File: src/rtl/huf_cb_pkg.sv
package huf_cb_pkg;

  // input transaction: one symbol weight
  typedef struct packed {
    logic [15:0] weight;
    logic        last_weight;
  } in_t;

  // result transaction: one code per symbol
  typedef struct packed {
    logic [4:0]  symbol;
    logic [30:0] code_bits;
    logic [4:0]  code_length;
    logic        last_code;
  } out_t;

  // controller to datapath commands
  typedef struct packed {
    logic load;
    logic build;
    logic scan_init;
    logic scan_issue;
    logic merge_a;
    logic merge_b;
    logic emit_init;
    logic walk_left;
    logic walk_step;
    logic emit_out;
  } cmd_t;

  // datapath to controller status
  typedef struct packed {
    logic last_in;
    logic single;
    logic scan_last;
    logic merge_more;
    logic has_parent;
    logic last_sym;
  } sts_t;

endpackage

File: src/rtl/huf_cb_ram.sv
module huf_cb_ram #(
  parameter int WIDTH = 8,
  parameter int DEPTH = 64
) (
  input  logic                     clk,
  input  logic                     we,
  input  logic [$clog2(DEPTH)-1:0] waddr,
  input  logic [WIDTH-1:0]         wdata,
  input  logic [$clog2(DEPTH)-1:0] raddr,
  output logic [WIDTH-1:0]         rdata
);

  logic [WIDTH-1:0] mem [DEPTH];

  // one write port, registered read port
  always_ff @(posedge clk) begin
    if (we) begin
      mem[waddr] <= wdata;
    end
    rdata <= mem[raddr];
  end

endmodule

File: src/rtl/huf_cb_ctrl.sv
module huf_cb_ctrl
  import huf_cb_pkg::*;
(
  input  logic clk,
  input  logic rst_n,
  input  logic start,
  input  sts_t sts,
  output cmd_t cmd,
  output logic busy,
  output logic out_valid
);

  typedef enum logic [9:0] {
    S_IDLE      = 10'b00_0000_0001,
    S_SCAN      = 10'b00_0000_0010,
    S_SCAN_END  = 10'b00_0000_0100,
    S_MERGE_A   = 10'b00_0000_1000,
    S_MERGE_B   = 10'b00_0001_0000,
    S_EMIT_INIT = 10'b00_0010_0000,
    S_WALK_P    = 10'b00_0100_0000,
    S_WALK_L    = 10'b00_1000_0000,
    S_WALK_C    = 10'b01_0000_0000,
    S_OUT       = 10'b10_0000_0000
  } state_t;

  state_t state_r, state_nxt;

  // next state and commands
  always_comb begin
    state_nxt = state_r;
    cmd       = '0;
    unique case (state_r)
      S_IDLE: begin
        if (start) begin
          cmd.load = 1'b1;
          if (sts.last_in) begin
            cmd.build     = 1'b1;
            cmd.scan_init = 1'b1;
            state_nxt     = sts.single ? S_EMIT_INIT : S_SCAN;
          end
        end
      end
      S_SCAN: begin
        cmd.scan_issue = 1'b1;
        if (sts.scan_last) begin
          state_nxt = S_SCAN_END;
        end
      end
      S_SCAN_END: state_nxt = S_MERGE_A;
      S_MERGE_A: begin
        cmd.merge_a = 1'b1;
        state_nxt   = S_MERGE_B;
      end
      S_MERGE_B: begin
        cmd.merge_b   = 1'b1;
        cmd.scan_init = 1'b1;
        state_nxt     = sts.merge_more ? S_SCAN : S_EMIT_INIT;
      end
      S_EMIT_INIT: begin
        cmd.emit_init = 1'b1;
        state_nxt     = S_WALK_P;
      end
      S_WALK_P: state_nxt = sts.has_parent ? S_WALK_L : S_OUT;
      S_WALK_L: begin
        cmd.walk_left = 1'b1;
        state_nxt     = S_WALK_C;
      end
      S_WALK_C: begin
        cmd.walk_step = 1'b1;
        state_nxt     = S_WALK_P;
      end
      S_OUT: begin
        cmd.emit_out = 1'b1;
        state_nxt    = sts.last_sym ? S_IDLE : S_EMIT_INIT;
      end
      default: state_nxt = S_IDLE;
    endcase
  end

  always_ff @(posedge clk) begin
    if (!rst_n) begin
      state_r <= S_IDLE;
    end else begin
      state_r <= state_nxt;
    end
  end

  assign busy      = (state_r != S_IDLE);
  assign out_valid = (state_r == S_OUT);

  // a build never enters the merge phase without scanning first
  a_merge_after_scan: assert property (@(posedge clk) disable iff (!rst_n)
    state_r == S_MERGE_A |-> $past(state_r) == S_SCAN_END)
    else $error("merge without scan");

  // the last result returns the block to idle
  a_out_to_idle: assert property (@(posedge clk) disable iff (!rst_n)
    state_r == S_OUT && sts.last_sym |=> state_r == S_IDLE)
    else $error("no return to idle after last code");

  // a load without the last mark keeps the block idle
  a_load_stays_idle: assert property (@(posedge clk) disable iff (!rst_n)
    state_r == S_IDLE && start && !sts.last_in |=> state_r == S_IDLE)
    else $error("plain load left idle");

endmodule

File: src/rtl/huf_cb_dp.sv
module huf_cb_dp
  import huf_cb_pkg::*;
#(
  parameter int MAX_SYMBOLS = 32
) (
  input  logic clk,
  input  logic rst_n,
  input  in_t  in_data,
  input  cmd_t cmd,
  output sts_t sts,
  output out_t out_data
);

  localparam int NODES = 2 * MAX_SYMBOLS;
  localparam int NW    = $clog2(NODES);
  localparam int CW    = $clog2(MAX_SYMBOLS + 1);
  localparam int WW    = 16 + $clog2(MAX_SYMBOLS);
  localparam int AW    = WW + 1;

  logic [CW-1:0]    count_r, n_r, n_nxt;
  logic [NW-1:0]    i_r, k_r, kd_r, l_r, r_r;
  logic [NW-1:0]    s_r, c_r, f_r, len_r;
  logic             pend_r;
  logic [AW-1:0]    a_r, b_r, big;
  logic [NODES-1:0] hasp_r;
  logic [30:0]      code_r;

  logic             wt_we;
  logic [NW-1:0]    wt_waddr;
  logic [WW-1:0]    wt_wdata, wt_rdata;
  logic [NW-1:0]    par_waddr, par_rdata, left_rdata;
  logic             a_ge, take;

  // symbol count after this load
  assign n_nxt = (count_r < CW'(MAX_SYMBOLS)) ? count_r + 1'b1 : count_r;

  // weight store write: leaf load or merged node
  always_comb begin
    wt_we    = 1'b0;
    wt_waddr = i_r;
    wt_wdata = WW'(a_r + b_r);
    if (cmd.load && (count_r < CW'(MAX_SYMBOLS))) begin
      wt_we    = 1'b1;
      wt_waddr = NW'(count_r) + 1'b1;
      wt_wdata = WW'(in_data.weight);
    end else if (cmd.merge_a) begin
      wt_we = 1'b1;
    end
  end

  assign par_waddr = cmd.merge_a ? l_r : r_r;

  huf_cb_ram #(.WIDTH(WW), .DEPTH(NODES)) u_weight (
    .clk(clk), .we(wt_we), .waddr(wt_waddr), .wdata(wt_wdata),
    .raddr(k_r), .rdata(wt_rdata)
  );

  huf_cb_ram #(.WIDTH(NW), .DEPTH(NODES)) u_parent (
    .clk(clk), .we(cmd.merge_a | cmd.merge_b), .waddr(par_waddr), .wdata(i_r),
    .raddr(c_r), .rdata(par_rdata)
  );

  huf_cb_ram #(.WIDTH(NW), .DEPTH(NODES)) u_left (
    .clk(clk), .we(cmd.merge_a), .waddr(i_r), .wdata(l_r),
    .raddr(par_rdata), .rdata(left_rdata)
  );

  // running minima compare; a tie replaces a
  assign a_ge = (a_r >= b_r);
  assign big  = a_ge ? a_r : b_r;
  assign take = pend_r && !hasp_r[kd_r] && (AW'(wt_rdata) <= big);

  // control counters and parent flags
  always_ff @(posedge clk) begin
    if (!rst_n) begin
      count_r <= '0;
      pend_r  <= 1'b0;
      hasp_r  <= '0;
    end else begin
      if (cmd.load) begin
        count_r <= n_nxt;
      end
      if (cmd.emit_out && sts.last_sym) begin
        count_r <= '0;
      end
      pend_r <= cmd.scan_issue;
      if (cmd.build) begin
        hasp_r <= '0;
      end else if (cmd.merge_a) begin
        hasp_r <= hasp_r | (NODES'(1) << l_r) | (NODES'(1) << r_r);
      end
    end
  end

  // build, scan and code walk registers
  always_ff @(posedge clk) begin
    if (cmd.build) begin
      n_r <= n_nxt;
      i_r <= NW'(n_nxt) + 1'b1;
      s_r <= NW'(1);
    end
    if (cmd.scan_init) begin
      a_r <= '1;
      b_r <= '1;
      l_r <= NW'(1);
      r_r <= NW'(2);
      k_r <= NW'(1);
    end else begin
      if (cmd.scan_issue) begin
        k_r  <= k_r + 1'b1;
        kd_r <= k_r;
      end
      if (take) begin
        if (a_ge) begin
          a_r <= AW'(wt_rdata);
          l_r <= kd_r;
        end else begin
          b_r <= AW'(wt_rdata);
          r_r <= kd_r;
        end
      end
    end
    if (cmd.merge_b) begin
      i_r <= i_r + 1'b1;
    end
    if (cmd.emit_init) begin
      c_r    <= s_r;
      code_r <= '0;
      len_r  <= '0;
    end
    if (cmd.walk_left) begin
      f_r <= par_rdata;
    end
    if (cmd.walk_step) begin
      if (left_rdata != c_r) begin
        code_r <= code_r | (31'(1) << len_r);
      end
      len_r <= len_r + 1'b1;
      c_r   <= f_r;
    end
    if (cmd.emit_out) begin
      s_r <= s_r + 1'b1;
    end
  end

  // status
  assign sts.last_in    = in_data.last_weight;
  assign sts.single     = (n_nxt == CW'(1));
  assign sts.scan_last  = (k_r == i_r - 1'b1);
  assign sts.merge_more = ((NW + 1)'(i_r) + 1'b1) < (NW + 1)'({n_r, 1'b0});
  assign sts.has_parent = hasp_r[c_r];
  assign sts.last_sym   = (s_r == NW'(n_r));

  // result fields
  assign out_data.symbol      = 5'(s_r - 1'b1);
  assign out_data.code_bits   = code_r;
  assign out_data.code_length = 5'(len_r);
  assign out_data.last_code   = sts.last_sym;

endmodule

File: src/rtl/huffman_code_builder_core.sv
// a load without the last mark gives no result; the next load follows at once
// a build over n symbols scans the weight memory for the two smallest free nodes before each merge,
// then walks each symbol's leaf up to the root to form its code
// one result strobe per symbol, in symbol order; busy holds off loads until the last code
// reset (synchronous, active low) clears the controller, symbol count and flags
module huffman_code_builder_core
  import huf_cb_pkg::*;
#(
  parameter int MAX_SYMBOLS = 32
) (
  input  logic clk,
  input  logic rst_n,
  input  logic start,
  output logic busy,
  input  in_t  in_data,
  output logic out_valid,
  output out_t out_data
);

  cmd_t cmd;
  sts_t sts;

  huf_cb_ctrl u_ctrl (
    .clk(clk), .rst_n(rst_n), .start(start), .sts(sts), .cmd(cmd),
    .busy(busy), .out_valid(out_valid)
  );

  huf_cb_dp #(.MAX_SYMBOLS(MAX_SYMBOLS)) u_dp (
    .clk(clk), .rst_n(rst_n), .in_data(in_data), .cmd(cmd), .sts(sts),
    .out_data(out_data)
  );

  // results appear only during a build
  a_out_busy: assert property (@(posedge clk) disable iff (!rst_n)
    out_valid |-> busy)
    else $error("result while idle");

  // a build ends right after the last code
  a_end_of_build: assert property (@(posedge clk) disable iff (!rst_n)
    $fell(busy) |-> $past(out_valid && out_data.last_code))
    else $error("build ended without last code");

  // the final code is a single transaction
  a_last_single: assert property (@(posedge clk) disable iff (!rst_n)
    out_valid && out_data.last_code |=> !out_valid)
    else $error("result after last code");

endmodule
File: config.mk
export PLATFORM = sky130hd
export DESIGN_NAME = huffman_code_builder_core
export DESIGN_NICKNAME = d
export VERILOG_FILES = /design/src/rtl/huf_cb_pkg.sv /design/src/rtl/huf_cb_ram.sv /design/src/rtl/huf_cb_ctrl.sv /design/src/rtl/huf_cb_dp.sv /design/src/rtl/huffman_code_builder_core.sv
export SDC_FILE = /design/constraint.sdc
export NUM_CORES = 2
export LEC_CHECK = 0
export ABC_AREA = 0
export BUFFER_PORTS_ARGS = -buffer_cell sky130_fd_sc_hd__buf_2
export CAP_MARGIN = 20
export CORE_MARGIN = 2
export CORE_UTILIZATION = 33
export DETAILED_ROUTE_END_ITERATION = 12
export HOLD_SLACK_MARGIN = 0.03
export SYNTH_ARGS = -nofsm -noshare
export SYNTH_HDL_FRONTEND = slang
export SYNTH_SLANG_ARGS = --single-unit
File: constraint.sdc
create_clock -name clk -period 13.7 [get_ports clk]
set_clock_uncertainty 0.15 [all_clocks]
set_input_delay 2.055 -clock clk [delete_from_list [all_inputs] [get_ports clk]]
set_output_delay 2.055 -clock clk [all_outputs]
set_load 0.05 [all_outputs]
== Yosys cells after proc, flatten, opt, wreduce, memory -nomap -nowiden ==
Memory sizes are Yosys's and may differ from the RTL's. A register that Yosys moved wholly into a read port is not among the register bits.
Index checks and enable logic that the tools add are counted.
W data, S select, Z words.
Storage, ports and cells
  register bits after elaboration: 216
  RAM bits: 2112
  input port bits: 20
  output and inout port bits: 44
  word-level logic and storage cells: 125
  memories kept: 3
Operators by class
  add/subtract/negate cells: 10
  $lt $le $gt $ge: 6
  equality and inequality tests: 18
  shifts and indexed selects: 3
  muxes and demuxes: 46
  bitwise gates (word level): 7
  reduce and logical (&&, ||, !) cells: 15
Memory list
  u_dp.u_weight.mem: words 64, bits a word 21, rd ports 1, clocked after Yosys merged registers in 1, wr ports 1, RTL line huf_cb_ram.sv:13  | logic [WIDTH-1:0] mem [DEPTH];
  u_dp.u_left.mem: words 64, bits a word 6, rd ports 1, clocked after Yosys merged registers in 1, wr ports 1, RTL line huf_cb_ram.sv:13
  u_dp.u_parent.mem: words 64, bits a word 6, rd ports 1, clocked after Yosys merged registers in 1, wr ports 1, RTL line huf_cb_ram.sv:13
Operators with widths (count)
  $or A64 B64 Y64: 2
  $shl A1 B6 Y64 const A: 2
  $mux W31: 3
  $pmux W10 S9: 1
  $mux W6: 14
  $mux W10: 4
  $add A6 B1 Y6 const B: 6
  $or A31 B31 Y31: 1
  $shl A1 B6 Y31 const A: 1
  $ge A22 B22 Y1: 1
  $le A21 B22 Y1: 1
  $mux W22: 1
  $add A21 B21 Y21: 1
  $mux W21: 1
  $mux W1: 16
  $lt A6 B7 Y1 const B: 2
  $bmux W1 S6: 2
  $eq A6 B6 Y1: 2
  $eq A10 B1 Y1 const B: 1
  $eq A10 B10 Y1 const B: 1
  $eq A10 B2 Y1 const B: 1
  $eq A10 B3 Y1 const B: 1
  $eq A10 B4 Y1 const B: 1
  $eq A10 B5 Y1 const B: 1
  other kinds (24): 38

== Logic depth before layout (Yosys ltp) ==
  depth after elaboration: 7
  mapped depth: 21
  depth with buffers taken out: 18

== Modules after synthesis ==
A second synthesis with hierarchy kept.
Unflattened totals
  cell total of the unflattened synthesis: 5097
  area total of the unflattened synthesis: 95226.3 um2
By module, submodules not included
  huf_cb_ram at u_dp.u_weight: times used 1, cells each 2190, area each 51717.1 um2, seq. area each 40779.1 um2
  huf_cb_ram at u_dp.u_left ...: times used 2, cells each 720, area each 15225.9 um2, seq. area each 11651.2 um2
  huf_cb_dp: times used 1, cells each 1387, area each 12439.4 um2, seq. area each 4544.4 um2
  huf_cb_ctrl: times used 1, cells each 80, area each 618.1 um2, seq. area each 200.2 um2

== Worst setup path after synthesis ==
OpenSTA, ideal clock, no wires.
  kind: input-to-reg
  from: input port start
  to: memory u_dp.u_weight.mem[0][0] (netlist bit) (data pin)
  setup time: 0.549 ns
  arrival: 4.653 ns
  required time: 13.001 ns
  slack: 8.348 ns
  stages on the path: 5
  buffers on the path: 2
  path through: nand3_1 or3_1 clkbuf_1 clkbuf_1 a21oi_1
Between the ends
  cells in the longest elaborated chain, start to end: 4
Ends and longest elaborated chain
  start: declaration: RTL line huffman_code_builder_core.sv:13  | input logic start,
  $mux W3: RTL line huf_cb_ctrl.sv:34  | if (start) begin
  $mux W2: RTL line huf_cb_ctrl.sv:32  | unique case (state_r)
  $logic_and A1 B1 Y1: RTL line huf_cb_dp.sv:42  | if (cmd.load && (count_r < CW'(MAX_SYMBOLS))) begin
  $mux W21: RTL line huf_cb_dp.sv:42
  named net u_dp.u_weight.wdata[0]: RTL line huf_cb_ram.sv:8  | input logic [WIDTH-1:0] wdata,
  end: declaration: RTL line huf_cb_ram.sv:13
The timed path passes the listed nets, and every way through them passes these cells.

== Worst setup path in the final report ==
  from: register u_dp.a_r[0]
  to: register u_dp.b_r[4]
Between the ends
  cells in the longest elaborated chain, start to end: 5
  elaborated cells on any way between the ends: 6
  classes of those cells: 2 x order compare; 1 x mux; 1 x bitwise; 2 x reduce/logical
Ends and longest elaborated chain
  start: declaration: RTL line huf_cb_dp.sv:24  | logic [AW-1:0] a_r, b_r, big;
  start signal: assignment: RTL line huf_cb_dp.sv:115  | a_r <= AW'(wt_rdata);
  $ge A22 B22 Y1: RTL line huf_cb_dp.sv:69  | assign a_ge = (a_r >= b_r);
  $mux W22: RTL line huf_cb_dp.sv:70  | assign big = a_ge ? a_r : b_r;
  $le A21 B22 Y1: RTL line huf_cb_dp.sv:71  | assign take = pend_r && !hasp_r[kd_r] && (AW'(wt_rdata) <= big);
  $logic_and A1 B1 Y1: RTL line huf_cb_dp.sv:71
  $reduce_and A2 Y1 (no source line) (*)
  end signal: assignment: RTL line huf_cb_dp.sv:118  | b_r <= AW'(wt_rdata);
  end: declaration: RTL line huf_cb_dp.sv:24
Every way passes the cells marked *; elsewhere a longest branch is shown, timed or not.
A chain may end at the register's enable or synchronous reset.

==> flow_summary.ini <==
[outcome]
outcome = finished, final reports clean

[synthesis]
synth.area.mux_share = 0.184
synth_cell_types = 81
ys_warn_count = 0
synth_area_per_cell_sq_um = 20.0
ys.flop_type = edfxtp_1
ys_ff_latch = 2361
synth_edf_count = 2154
synth_compound_area_frac = 0.0192
synth-async-reset-ratio = 0
postSynthCellCount = 4731
synth-simple-area-share = 0.0366
syn_area_sq_um = 94700
synth_fa_ha_area_frac = 0.0110
yosys.area_share.xor_xnor = 0.00675
synth_top_family_by_area = multiplexers
synth_nets = 4834
ys_seq_area_frac = 0.727

[floorplan]
die_area_sq_um = 291000
dieWidth_microns = 540
die_h_microns = 540
row_count = 196
initial_utilization = 0.332
pin_count = 64
coreArea_sq_um = 285000

[clock_network]
cts-root-buf = clkbuf_16
cts_buffer_depth = 3
cts.sinks = 2361
cts_resized = 0
path_clk_slew_ns = 0.06
clk_latency_ns = 0.86
holdBufCountCts = 0
cts_tree = done
cts_setup_buffers = 0
cts_inserted_buffers = 224
cts_max_level = 4

[detailed_routing]
drcViolationCount = 0
first_pass_iters = 5
routedWlPerCell_microns = 25.9
drt_iter0_drc = 5025
via_per_inst = 5.27
ant_nets = 0
wl_mm = 230
vias = 46753

[finish]
fillers = 25639
final_common_cell = edfxtp_1
syn_to_final_growth_pct = 13.3
stdcell_area_sq_um = 107000
mostFrequentLayoutCells = edfxtp_1, mux4_2, nor2_1
multi_input_area_sq_um = 24800
drive_above_1_share = 0.272
layout.nets = 5009
register_area_sq_um = 68900

[power_and_ir_drop]
sw_frac_of_total = 0.294
switching_power_mw = 5.89
power_density_nw_per_um2 = 186
internal_power_mw = 14.1
p_clk_frac = 0.304
peakVddDrop_mv = 0.204
leakagePower_nw = 34.1
pwr-share-seq = 0.463
combPwrFrac = 0.233

[timing]
timing.fmax_mhz = 175
rsz0062_at_grt = false
hold_viol_final = 0
setup_tns_ns = 0
period_share = 0.417
drv_slew = 0
worstMarginPinSlew_ns = 1.29
relSlewSlack = 0.131
layout_min_cycle_time_ns = 5.72
setup_viol = 0

[place]
place_area_sq_um = 100000
port_buffers = 63
dp_hpwl_mm = 135
place.gp.congestion = 0.846

[grt]
grt_pass1_wl_mm = 334
grt_antenna_before_repair = 13
grt_pass1_vias = 46617
gr-total-overflow = 0
grt_max_degree = 112
track_usage = 0.155

[critical_path]
crit_fanout = 27
endpoint_kind = flip-flop
critical_path.startpoint_type = flip-flop
cp.required_ns = 14.29
timing.critical_path.arrival_ns = 6.31
worstSetupPathType = reg2reg

[run]
cap_violations = 0

[min_path]
hp-class = reg2reg
layer usage:
layer / vias up / global-route usage / share of wire
met1: 25068 / 0.214 / 0.42
li1: 19750 / - / -
met4: 6 / 0.0337 / 0.019
met2: 1639 / 0.257 / 0.50
met3: 290 / 0.0260 / 0.064
met5: - / 0 / 0.00020
layout make-up:
cell class              count  share of cell area
repair buffers            213              0.0141
clock inverters           140              0.0118
multi-input cells        2036               0.231
flip-flops and latches   2361               0.641
clock buffers             279              0.0553
inverters                  70             0.00258
well taps                3762              0.0438
diodes                      4           0.0000932
through the flow:
stage | hold slack, ns | power, mW | setup slack (ns) | cells | utilization
3_3_place_gp | 0.291 | 14.1 | 8.05 | 8438 | 0.351
5_1_grt | 0.331 | 20.8 | 7.66 | 8862 | 0.376
6_report | 0.311 | 20.0 | 7.98 | 8865 | 0.376
2_1_floorplan | 0.253 | 12.3 | 8.35 | 4731 | -
4_1_cts | 0.313 | 20.2 | 7.93 | 8859 | 0.376
3_5_place_dp | 0.298 | 14.2 | 7.95 | 8440 | 0.351
cell usage after synthesis, types with 9 or more instances:
| cell type | n | area [sq um] |
|---|---|---|
| edfxtp_1 | 2154 | 64700 |
| mux4_2 | 722 | 16300 |
| nor2_1 | 432 | 1620 |
| dfxtp_1 | 207 | 4140 |
| clkbuf_1 | 143 | 537 |
| nand2_1 | 122 | 458 |
| a21oi_1 | 98 | 490 |
| mux2i_1 | 84 | 841 |
| ha_1 | 82 | 1030 |
| inv_1 | 69 | 259 |
| o22ai_1 | 64 | 400 |
| buf_2 | 62 | 310 |
| xnor2_1 | 45 | 394 |
| nand3_1 | 43 | 215 |
| buf_1 | 34 | 128 |
| xor2_1 | 28 | 245 |
| nor3_1 | 23 | 115 |
| or3_1 | 23 | 144 |
| o21ai_1 | 20 | 100 |
| a31oi_1 | 18 | 113 |
| nor2b_1 | 18 | 113 |
| o21ai_0 | 16 | 80.1 |
| nand2b_1 | 15 | 93.8 |
| nand4_1 | 14 | 87.6 |
| and3_1 | 13 | 81.3 |
| o21a_1 | 13 | 97.6 |
| nand3b_1 | 10 | 75.1 |
| a221oi_1 | 9 | 78.8 |
| and2_1 | 9 | 56.3 |
| buf_4 | 9 | 67.6 |
| buf_6 | 9 | 101 |
path summary, 6_finish.rpt:
kind                            start  cells after the start  slack [ns]                        to
max          u_dp.a_r[0]$_SDFFE_PP1P_                     18        7.98  u_dp.b_r[4]$_SDFFE_PP1P_
min           u_dp.code_r[29]$_DFF_P_                      2        0.31   u_dp.code_r[29]$_DFF_P_
max reg2reg  u_dp.a_r[0]$_SDFFE_PP1P_                     18        7.98  u_dp.b_r[4]$_SDFFE_PP1P_
min reg2reg   u_dp.code_r[29]$_DFF_P_                      2        0.31   u_dp.code_r[29]$_DFF_P_
power by group through the flow:
stage	Combinational [mW]	Clock, mW	Sequential (mW)
after detailed placement	4.73	0	9.42
final	4.66	6.08	9.27
after global placement	4.64	0	9.42
after floorplan	2.88	0	9.45
after global routing	4.99	6.48	9.29
after CTS	4.74	6.21	9.27
registers in the layout, indices dropped and copies added, names as in the netlist, 10 cells and up:
signal,count
u_dp.u_left.mem,384
u_dp.u_weight.mem,1344
u_dp.a_r,22
u_dp.b_r,22
u_dp.hasp_r,64
u_ctrl.state_r,10
u_dp.code_r,31
u_dp.u_parent.mem,384
u_dp.u_weight.rdata,21
worst max-delay path, stage by stage (launching register included):
cell,delay (ns)
dfxtp_1,0.35
inv_1,0.07
ha_1,0.32
nand2b_1,0.17
a2111oi_0,0.41
nand4b_1,0.20
a31oi_2,0.14
nor3_4,0.59
buf_4,0.41
mux2i_1,0.23
ha_1,0.26
a211oi_1,0.35
o22ai_1,0.14
or4b_1,0.51
a211o_1,0.29
nand3_2,0.08
nor2_1,0.09
nor2_8,0.58
mux2i_1,0.27
kinds of logic (layout without fill, tap and decap cells):
logic type	count (synthesis)	in the layout
xor+xnor	73	73
buf+inv	334	702
flops	2361	2361
compound gates	293	293
other cells	0	4
fa+ha+maj	83	83
simple gates	766	766
mux	821	821
Note: power is estimated with default switching activity, not from simulation.
